--- config.mk ---
export PLATFORM = sky130hd
export DESIGN_NAME = smc_scan
export DESIGN_NICKNAME = d
export VERILOG_FILES = /design/src/rtl/core/smc_pkg.sv /design/src/rtl/core/smc_scan.sv
export SDC_FILE = /design/constraint.sdc
export NUM_CORES = 1
export LEC_CHECK = 0
export BUFFER_PORTS_ARGS = -buffer_cell sky130_fd_sc_hd__buf_2
export CAP_MARGIN = 15
export CORE_MARGIN = 2
export CORE_UTILIZATION = 45
export CTS_CLUSTER_SIZE = 8
export DETAILED_ROUTE_END_ITERATION = 12
export GPL_ROUTABILITY_DRIVEN = 0
export PLACE_DENSITY = 0.61
export SYNTH_ARGS = -nofsm -noshare
export SYNTH_HDL_FRONTEND = slang
export SYNTH_SLANG_ARGS = --single-unit
--- constraint.sdc ---
create_clock -name clk -period 23.9 [get_ports clk]
set_clock_uncertainty 0.1 [all_clocks]
set_input_delay 4.78 -clock clk [delete_from_list [all_inputs] [get_ports clk]]
set_output_delay 4.78 -clock clk [all_outputs]
set_load 0.03 [all_outputs]
--- src/rtl/core/smc_pkg.sv ---
// Shared types, codes and constants for the sprite mask collision block.
package smc_pkg;

	localparam int DEF_MAX_SIDE = 64;
	localparam int ALPHA_SHIFT  = 6;
	localparam int SIDE_W       = 7;
	localparam int COORD_W      = 16;
	localparam int IDX_W        = 12;
	localparam int CFG_IDX_W    = 3;
	localparam int CFG_DATA_W   = 16;

	typedef enum logic [1:0] {
		CMD_LOAD_A = 2'd0,
		CMD_LOAD_B = 2'd1,
		CMD_CHECK  = 2'd2,
		CMD_NOP    = 2'd3
	} cmd_t;

	typedef enum logic [CFG_IDX_W-1:0] {
		REG_A_LEFT = 3'd0,
		REG_A_TOP  = 3'd1,
		REG_A_COLS = 3'd2,
		REG_A_ROWS = 3'd3,
		REG_B_LEFT = 3'd4,
		REG_B_TOP  = 3'd5,
		REG_B_COLS = 3'd6,
		REG_B_ROWS = 3'd7
	} cfg_reg_t;

	typedef enum logic [2:0] {
		ST_IDLE,
		ST_SETUP,
		ST_BASE,
		ST_SCAN,
		ST_DRAIN,
		ST_DONE
	} scan_state_t;

	typedef struct packed {
		logic signed [COORD_W-1:0] a_left;
		logic signed [COORD_W-1:0] a_top;
		logic        [SIDE_W-1:0]  a_cols;
		logic        [SIDE_W-1:0]  a_rows;
		logic signed [COORD_W-1:0] b_left;
		logic signed [COORD_W-1:0] b_top;
		logic        [SIDE_W-1:0]  b_cols;
		logic        [SIDE_W-1:0]  b_rows;
	} geom_t;

	typedef struct packed {
		logic                      collided;
		logic signed [COORD_W-1:0] hit_x;
		logic signed [COORD_W-1:0] hit_y;
	} result_t;

	typedef struct packed {
		logic busy;
		logic done;
	} scan_status_t;

endpackage

--- src/rtl/core/smc_scan.sv ---
// Overlap setup and row-major scan sequencer over the two mask memories.
module smc_scan import smc_pkg::*; #(
	parameter int MAX_SIDE = DEF_MAX_SIDE,
	parameter int ADDR_W   = $clog2(DEF_MAX_SIDE * DEF_MAX_SIDE)
) (
	input  logic              clk,
	input  logic              arst_n,
	input  logic              start,
	input  logic              res_free,
	input  geom_t             geom,
	output logic [ADDR_W-1:0] raddr_a,
	output logic [ADDR_W-1:0] raddr_b,
	input  logic              rdata_a,
	input  logic              rdata_b,
	output scan_status_t      status,
	output result_t           result
);

	localparam logic [SIDE_W-1:0] SIDE_CAP =
		(MAX_SIDE > 127) ? SIDE_W'(127) : SIDE_W'(MAX_SIDE);

	scan_state_t state_q, state_d;

	// overlap geometry, edges and sums in 18-bit signed so edges past 16 bits compare right
	logic [SIDE_W-1:0]  aw, ah, bw, bh;
	logic signed [17:0] ax_e, ay_e, bx_e, by_e;
	logic signed [17:0] aw_e, ah_e, bw_e, bh_e;
	logic signed [17:0] ax2, ay2, bx2, by2;
	logic signed [17:0] x1_e, y1_e, x2_e, y2_e;
	logic signed [17:0] ca0_e, cb0_e, ra0_e, rb0_e, wl_e, hl_e;
	logic               empty;

	logic                      empty_q;
	logic        [SIDE_W-1:0]  aw_q, bw_q;
	logic        [SIDE_W-1:0]  ca0_q, cb0_q, ra0_q, rb0_q;
	logic        [SIDE_W-1:0]  wlast_q, hlast_q;
	logic signed [COORD_W-1:0] x1_q, y1_q;

	logic        [SIDE_W-1:0]  col_q, row_q;
	logic        [ADDR_W-1:0]  ptr_a_q, ptr_b_q, row_a_q, row_b_q;
	logic        [ADDR_W-1:0]  next_row_a, next_row_b;
	logic        [2*SIDE_W-1:0] base_a, base_b;
	logic signed [COORD_W-1:0] scr_x_q, scr_y_q;

	logic                      valid_s1;
	logic signed [COORD_W-1:0] x_s1, y_s1;
	logic                      hit_now;
	logic                      row_end, last_pix;
	result_t                   res_q;

	always_comb begin
		aw = (geom.a_cols > SIDE_CAP) ? SIDE_CAP : geom.a_cols;
		ah = (geom.a_rows > SIDE_CAP) ? SIDE_CAP : geom.a_rows;
		bw = (geom.b_cols > SIDE_CAP) ? SIDE_CAP : geom.b_cols;
		bh = (geom.b_rows > SIDE_CAP) ? SIDE_CAP : geom.b_rows;
		ax_e = 18'(geom.a_left);
		ay_e = 18'(geom.a_top);
		bx_e = 18'(geom.b_left);
		by_e = 18'(geom.b_top);
		aw_e = $signed(18'(aw));
		ah_e = $signed(18'(ah));
		bw_e = $signed(18'(bw));
		bh_e = $signed(18'(bh));
		ax2 = ax_e + aw_e - 18'sd1;
		ay2 = ay_e + ah_e - 18'sd1;
		bx2 = bx_e + bw_e - 18'sd1;
		by2 = by_e + bh_e - 18'sd1;
		x1_e = (ax_e > bx_e) ? ax_e : bx_e;
		y1_e = (ay_e > by_e) ? ay_e : by_e;
		x2_e = (ax2 < bx2) ? ax2 : bx2;
		y2_e = (ay2 < by2) ? ay2 : by2;
		empty = (x2_e < x1_e) || (y2_e < y1_e);
		ca0_e = x1_e - ax_e;
		cb0_e = x1_e - bx_e;
		ra0_e = y1_e - ay_e;
		rb0_e = y1_e - by_e;
		wl_e  = x2_e - x1_e;
		hl_e  = y2_e - y1_e;
	end

	assign base_a     = aw_q * ra0_q;
	assign base_b     = bw_q * rb0_q;
	assign next_row_a = row_a_q + ADDR_W'(aw_q);
	assign next_row_b = row_b_q + ADDR_W'(bw_q);
	assign row_end    = (col_q == wlast_q);
	assign last_pix   = row_end && (row_q == hlast_q);
	assign hit_now    = valid_s1 && rdata_a && rdata_b;

	// next state
	always_comb begin
		state_d = state_q;
		case (state_q)
			ST_IDLE:  if (start) state_d = ST_SETUP;
			ST_SETUP: state_d = ST_BASE;
			ST_BASE:  state_d = empty_q ? ST_DONE : ST_SCAN;
			ST_SCAN: begin
				if (hit_now) begin
					state_d = ST_DONE;
				end else if (last_pix) begin
					state_d = ST_DRAIN;
				end
			end
			ST_DRAIN: state_d = ST_DONE;
			ST_DONE:  if (res_free) state_d = ST_IDLE;
			default:  state_d = ST_IDLE;
		endcase
	end

	// outputs
	always_comb begin
		status.busy = (state_q != ST_IDLE);
		status.done = (state_q == ST_DONE);
		raddr_a     = ptr_a_q;
		raddr_b     = ptr_b_q;
		result      = res_q;
	end

	always_ff @(posedge clk or negedge arst_n) begin
		if (!arst_n) begin
			state_q  <= ST_IDLE;
			valid_s1 <= 1'b0;
		end else begin
			state_q  <= state_d;
			valid_s1 <= (state_q == ST_SCAN) && !hit_now;
		end
	end

	always_ff @(posedge clk) begin
		if (state_q == ST_SETUP) begin
			empty_q <= empty;
			aw_q    <= aw;
			bw_q    <= bw;
			ca0_q   <= ca0_e[SIDE_W-1:0];
			cb0_q   <= cb0_e[SIDE_W-1:0];
			ra0_q   <= ra0_e[SIDE_W-1:0];
			rb0_q   <= rb0_e[SIDE_W-1:0];
			wlast_q <= wl_e[SIDE_W-1:0];
			hlast_q <= hl_e[SIDE_W-1:0];
			x1_q    <= x1_e[COORD_W-1:0];
			y1_q    <= y1_e[COORD_W-1:0];
		end

		if (state_q == ST_BASE) begin
			row_a_q <= ADDR_W'(base_a) + ADDR_W'(ca0_q);
			ptr_a_q <= ADDR_W'(base_a) + ADDR_W'(ca0_q);
			row_b_q <= ADDR_W'(base_b) + ADDR_W'(cb0_q);
			ptr_b_q <= ADDR_W'(base_b) + ADDR_W'(cb0_q);
			col_q   <= '0;
			row_q   <= '0;
			scr_x_q <= x1_q;
			scr_y_q <= y1_q;
			res_q   <= '0;
		end else if (state_q == ST_SCAN) begin
			if (row_end) begin
				col_q   <= '0;
				row_q   <= row_q + 1'b1;
				row_a_q <= next_row_a;
				row_b_q <= next_row_b;
				ptr_a_q <= next_row_a;
				ptr_b_q <= next_row_b;
				scr_x_q <= x1_q;
				scr_y_q <= scr_y_q + COORD_W'(1);
			end else begin
				col_q   <= col_q + 1'b1;
				ptr_a_q <= ptr_a_q + 1'b1;
				ptr_b_q <= ptr_b_q + 1'b1;
				scr_x_q <= scr_x_q + COORD_W'(1);
			end
		end

		x_s1 <= scr_x_q;
		y_s1 <= scr_y_q;

		// first hit wins; the scan stops on the same edge
		if (hit_now) begin
			res_q.collided <= 1'b1;
			res_q.hit_x    <= x_s1;
			res_q.hit_y    <= y_s1;
		end
	end

endmodule

==> results_dict.tcl, run 1 <==
set metrics [dict create \
    die_y_um 222 \
    ys_seq_area_frac 0.332 \
    slowest_stage "a31oi_4" \
    intPower_uw 1970 \
    p_total_uw 3590 \
    seqPwrFrac 0.246 \
    die_area_sq_um 49200 \
    hold_viol 0 \
    drv_cap 0 \
    yosys_warnings 0 \
    start_util 0.457 \
    grt_max_degree 76 \
    clock-sinks 252 \
    yosys_register_bits 252 \
    worstPathArrival_ns 11.52 \
    setup_viol 0 \
    holdBufCountCts 0 \
    post_drt_wl_per_cell_um 17.2 \
    cts_resized 0 \
    seq_area_sq_um 7080 \
    fin_crit_sh 0.475 \
    clock_latency_ns 0.54 \
    status "finished with violations" \
    yosysUniqueCellTypes 72 \
    wl_um 52500 \
    synth.most_common_cell "inv_1" \
    synth_edf_count 201 \
    drive_gt1_frac 0.102 \
    ios 157 \
    fmax_mhz 88.1 \
    postLayoutCellArea_sq_um 23900 \
    rsz0062_at_grt "no" \
    cts_buffers 37 \
    dpl.hpwl_um 42000 \
    ant_nets 0 \
    async_flop_share 0.0159 \
    grt_usage 0.215 \
    vias_per_cell 5.32 \
    grt_overflow 0 \
    antenna_found_initial 0 \
    period_minus_slack_ns 11.34 \
    start_kind "primary input" \
    rows 79 \
    cts_setup_buffers 0 \
    yosys.area.top_type "edfxtp_1" \
    placed_cell_area_sq_um 22800 \
    syn_area_per_cell_sq_um 9.47 \
    synth_flop_cell "edfxtp_1" \
    synth_top_cells_by_area "edfxtp_1 28%, ha_1 17%, fa_1 6.8%" \
    path_max_fanout 17 \
    power_frac_clock 0.139 \
    grt_pass1_wl_um 85100 \
    min_path_type "reg2reg" \
    worstPathRequired_ns 24.07 \
    worst-path-buf-inv 4 \
    grt_pass1_vias 16400 \
    vias 16200 \
    fp.dieW_um 222 \
    syn_nets 2707 \
    power_density_nw_per_um2 150 \
    ys_top_cells_by_count "312 x inv_1, 284 x ha_1, 201 x edfxtp_1" \
    crit_type "in2reg" \
    critPathCaptureType "register" \
    maxSlewViolCount 0 \
    first_iter_violations 1016 \
    critPathTopFamily "compound AO/OA/AOI/OAI gates" \
    leakage_uw 0.0114 \
    violations "DRC" \
    worst_slew_pin_slew_ns 0.883 \
    vdd_drop_max_mv 0.108 \
    fillers 4299 \
    first_pass_iters 10 \
    crit_top_cell "o21ai_0" \
    io_buffer_count 156 \
    relSlewSlack 0.410 \
    htree_levels 2 \
    synth.cell_area_sq_um 21300 \
    power_frac_comb 0.615 \
    fin_nets 2868 \
    cts-root-buf "clkbuf_16" \
    max_stage_delay_ns 0.56 \
    cts_tree "yes" \
    path_clk_slew_ns 0.05 \
    syn-instance-count 2253 \
    num_antenna_cells 0 \
    fin_setup_tns_ns 0 \
    p_sw_frac 0.452 \
    switching_power_uw 1620 \
    clockBufferDepth 3 \
    syn_to_final_growth_pct 12.0 \
    design.core.area_sq_um 46700 \
    yosysTopAreaCellShare 0.283 \
    drc 5 \
    multiInputGateArea_sq_um 12900 \
]
-- layout by cell type, fill, tap and decap left out, drive strengths merged, types with 4 or more instances in the layout --
| cell | count |
|---|---|
| nor2b | 23 |
| nor4 | 6 |
| o21a | 10 |
| nor2 | 124 |
| o211ai | 6 |
| inv | 313 |
| fa | 72 |
| nor3 | 7 |
| a221oi | 4 |
| nand3 | 47 |
| edfxtp | 201 |
| xnor2 | 103 |
| o21ai | 104 |
| a21oi | 153 |
| dfxtp | 47 |
| or3 | 10 |
| and4 | 7 |
| o31ai | 9 |
| o21bai | 13 |
| mux2i | 20 |
| a21boi | 6 |
| nand2 | 195 |
| nand4 | 23 |
| and2 | 100 |
| a31oi | 15 |
| nand2b | 24 |
| and3 | 18 |
| xor2 | 87 |
| ha | 284 |
| buf | 167 |
| a21o | 112 |
| mux2 | 19 |
| clkbuf | 65 |
| a211oi | 8 |
| or2 | 4 |
| dfrtp | 4 |
-- metal layers --
metal | routed length, um | up-vias | track usage
met5 | 0 | - | 0
met4 | 895 | 0 | 0.0488
met3 | 2450 | 65 | 0.0229
met2 | 24900 | 345 | 0.371
met1 | 24300 | 7752 | 0.290
li1 | - | 8043 | -
-- final cells by class --
type                    instances  share of cell area
multi-input cells            1644               0.541
flip-flops and latches        252               0.296
inverters                     312              0.0490
clock buffers                  65              0.0457
repair buffers                167              0.0361
well taps                     607              0.0318
clock inverters                 1            0.000366
-- power by group through the flow --
stage | logic [uW] | clock network [uW] | registers (uW)
CTS | 2240 | 510 | 885
floorplan | 1620 | 0 | 927
finish | 2210 | 498 | 884
detailed placement | 2220 | 0 | 892
global placement | 2180 | 0 | 886
global route | 2510 | 527 | 906
-- worst reg2reg max path, stage by stage, from the launching register on --
cell,delay (ns)
edfxtp_1,0.58
and2_1,0.27
fa_1,0.43
fa_1,0.51
inv_1,0.05
fa_1,0.46
fa_1,0.54
inv_1,0.04
ha_1,0.32
a21o_1,0.17
a21oi_1,0.23
o21ai_0,0.22
a21o_1,0.22
a21oi_1,0.18
xnor2_1,0.19
a21oi_1,0.10
-- through the flow --
stage,utilization,std cells,setup slack (ns),hold slack [ns]
2_1_floorplan,-,2253,13.11,0.268
6_report,0.513,3048,12.56,0.309
3_5_place_dp,0.489,2982,12.03,0.295
5_1_grt,0.513,3048,11.87,0.315
4_1_cts,0.513,3048,12.57,0.309
3_3_place_gp,0.489,2982,12.15,0.292
-- cell families after synthesis --
group                    share of synthesized area
adder cells (fa/ha/maj)                      0.234
flip-flops                                   0.332
AO/OA/AOI/OAI                                0.138
buffers and inverters                       0.0641
AND/OR/NAND/NOR                              0.134
XOR/XNOR                                    0.0787
multiplexers                                0.0199
-- path summary, 6_finish.rpt --
check / startpoint / to / slack (ns) / cells past startpoint
max in group asynchronous: arst_n / state_q[1] / 19.63 / 1
min in group asynchronous: arst_n / state_q[0] / 3.95 / 1
max: geom[52] / empty_q / 12.56 / 34
max reg2reg: rb0_q[2] / row_b_q[11] / 18.99 / 15
min: scr_y_q[15] / y_s1[15] / 0.31 / 0
min reg2reg: scr_y_q[15] / y_s1[15] / 0.31 / 0
-- flip-flops by register name, summed over array words and instances, names as in the netlist, 12 cells and up --
name     flops
result      33
scr_x_q     16
scr_y_q     16
x1_q        16
x_s1        16
y1_q        16
y_s1        16
raddr_a     12
raddr_b     12
row_a_q     12
row_b_q     12
Power figures use the tool's default switching activity.
==> inputs of run 2 (changes only) <==
==> constraint.sdc (replaced) <==
create_clock -name clk -period 10.7 [get_ports clk]
set_clock_uncertainty 0.1 [all_clocks]
set_input_delay 2.14 -clock clk [delete_from_list [all_inputs] [get_ports clk]]
set_output_delay 2.14 -clock clk [all_outputs]
set_load 0.03 [all_outputs]
==> run 2 against run 1 <==
The flow still finishes with violations (DRC). Sequential share of layout area is essentially flat. Cell area about the same. Flip-flop and latch count is the same. Cell count increased by 0.13%. Core utilization is 0.051 points higher. Clock power increased by 120%.
==> results_dict.tcl, run 2 (synthesis gave the netlist of run 1 again) <==
set metrics [dict create \
    crit_top_cell "ha_1" \
    wl_um 53000 \
    p_total_uw 8060 \
    dpl.hpwl_um 42500 \
    worstPathArrival_ns 8.90 \
    final.setup.worst_slack_ns 1.98 \
    cts_setup_buffers 0 \
    r2r_setup_slack_ns 5.82 \
    drive_gt1_frac 0.102 \
    start_kind "primary input" \
    grt_pass1_wl_um 85300 \
    path_clk_slew_ns 0.05 \
    max_stage_delay_ns 0.42 \
    rows 79 \
    grt_overflow 0 \
    holdBufCountCts 0 \
    hold_viol 0 \
    clock-sinks 252 \
    fin_setup_tns_ns 0 \
    worst_slew_pin_slew_ns 0.873 \
    holdWs_ns 0.315 \
    pre_cts_ws_ns 1.55 \
    final_common_cell "inv_1" \
    num_antenna_cells 0 \
    vias 16300 \
    clockBufferDepth 3 \
    maxSlewViolCount 0 \
    drv_cap 0 \
    fp.dieW_um 222 \
    ant_nets 0 \
    ios 157 \
    relSlewSlack 0.417 \
    clock_latency_ns 0.54 \
    largest_reg_flops 33 \
    cts_buffers 38 \
    io_buffer_count 156 \
    path_max_fanout 17 \
    design.core.area_sq_um 46700 \
    cts-root-buf "clkbuf_16" \
    placed_cell_area_sq_um 22800 \
    violations "DRC" \
    slowest_stage "fa_1" \
    htree_levels 2 \
    grt_pass1_vias 16600 \
    post_drt_wl_per_cell_um 17.4 \
    fin_crit_sh 0.815 \
    antenna_found_initial 0 \
    min_path_type "reg2reg" \
    first_iter_violations 961 \
    vdd_drop_max_mv 0.287 \
    period_minus_slack_ns 8.72 \
    syn_to_final_growth_pct 12.2 \
    first_pass_iters 9 \
    start_util 0.457 \
    die_y_um 222 \
    fin_nets 2870 \
    fmax_mhz 115 \
    critPathCaptureType "register" \
    die_area_sq_um 49200 \
    setup_viol 0 \
    power_density_nw_per_um2 337 \
    leakage_uw 0.0114 \
    crit_type "in2reg" \
    cts_tree "yes" \
    status "finished with violations" \
    worstPathRequired_ns 10.88 \
    vias_per_cell 5.33 \
    rsz0062_at_grt "no" \
    final_cell_mix "312 x inv_1, 284 x ha_1, 201 x edfxtp_1" \
    grt_usage 0.216 \
    drc 5 \
    postLayoutCellArea_sq_um 23900 \
    cts_resized 0 \
    grt_max_degree 76 \
]
==> run 2: area by class of cell <==
type / instances / area [sq um]
clock inverters: 3 / 41.3
inverters: 312 / 1170
flip-flops and latches: 252 / 7080
well taps: 607 / 759
clock buffers: 66 / 1080
repair buffers: 168 / 871
multi-input cells: 1644 / 12900
fillers: 4326 / 22700
==> run 2: report_power, final <==
group          internal, uW  leakage, uW  switching [uW]
logic                  2050      0.00850            2930
clock network           681     0.000530             426
registers              1670      0.00233             308
total                  4400       0.0114            3660
==> run 2: worst max-delay path, delay by kind of cell <==
family                   cells  cell delay (ns)
XOR/XNOR                     1             0.18
AND/OR/NAND/NOR              4             0.40
adder cells (fa/ha/maj)      6             1.86
AO/OA/AOI/OAI               17             3.40
multiplexers                 1             0.30
buffers and inverters        5             0.62
==> run 2: through the flow <==
| step | utilization | cells |
|---|---|---|
| 2_1_floorplan | - | 2253 |
| 3_3_place_gp | 0.489 | 2983 |
| 3_5_place_dp | 0.489 | 2983 |
| 4_1_cts | 0.513 | 3052 |
| 5_1_grt | 0.513 | 3052 |
| 6_report | 0.513 | 3052 |
==> run 2: final timing paths <==
kind,start,end,depth (start not counted)
setup / recovery,geom[52],empty_q,34
setup reg to reg,rb0_q[2],row_b_q[11],15
hold reg to reg,scr_y_q[15],y_s1[15],0
min in group asynchronous,arst_n,state_q[0],1
hold / removal,scr_y_q[15],y_s1[15],0
max in group asynchronous,arst_n,valid_s1,1
==> run 2: routing by layer <==
metal / global-route usage / share of wire / vias up
met5: 0 / 0 / -
met4: 0.0706 / 0.027 / 0
met3: 0.0313 / 0.048 / 67
met2: 0.366 / 0.47 / 367
met1: 0.285 / 0.46 / 7796
li1: - / - / 8049
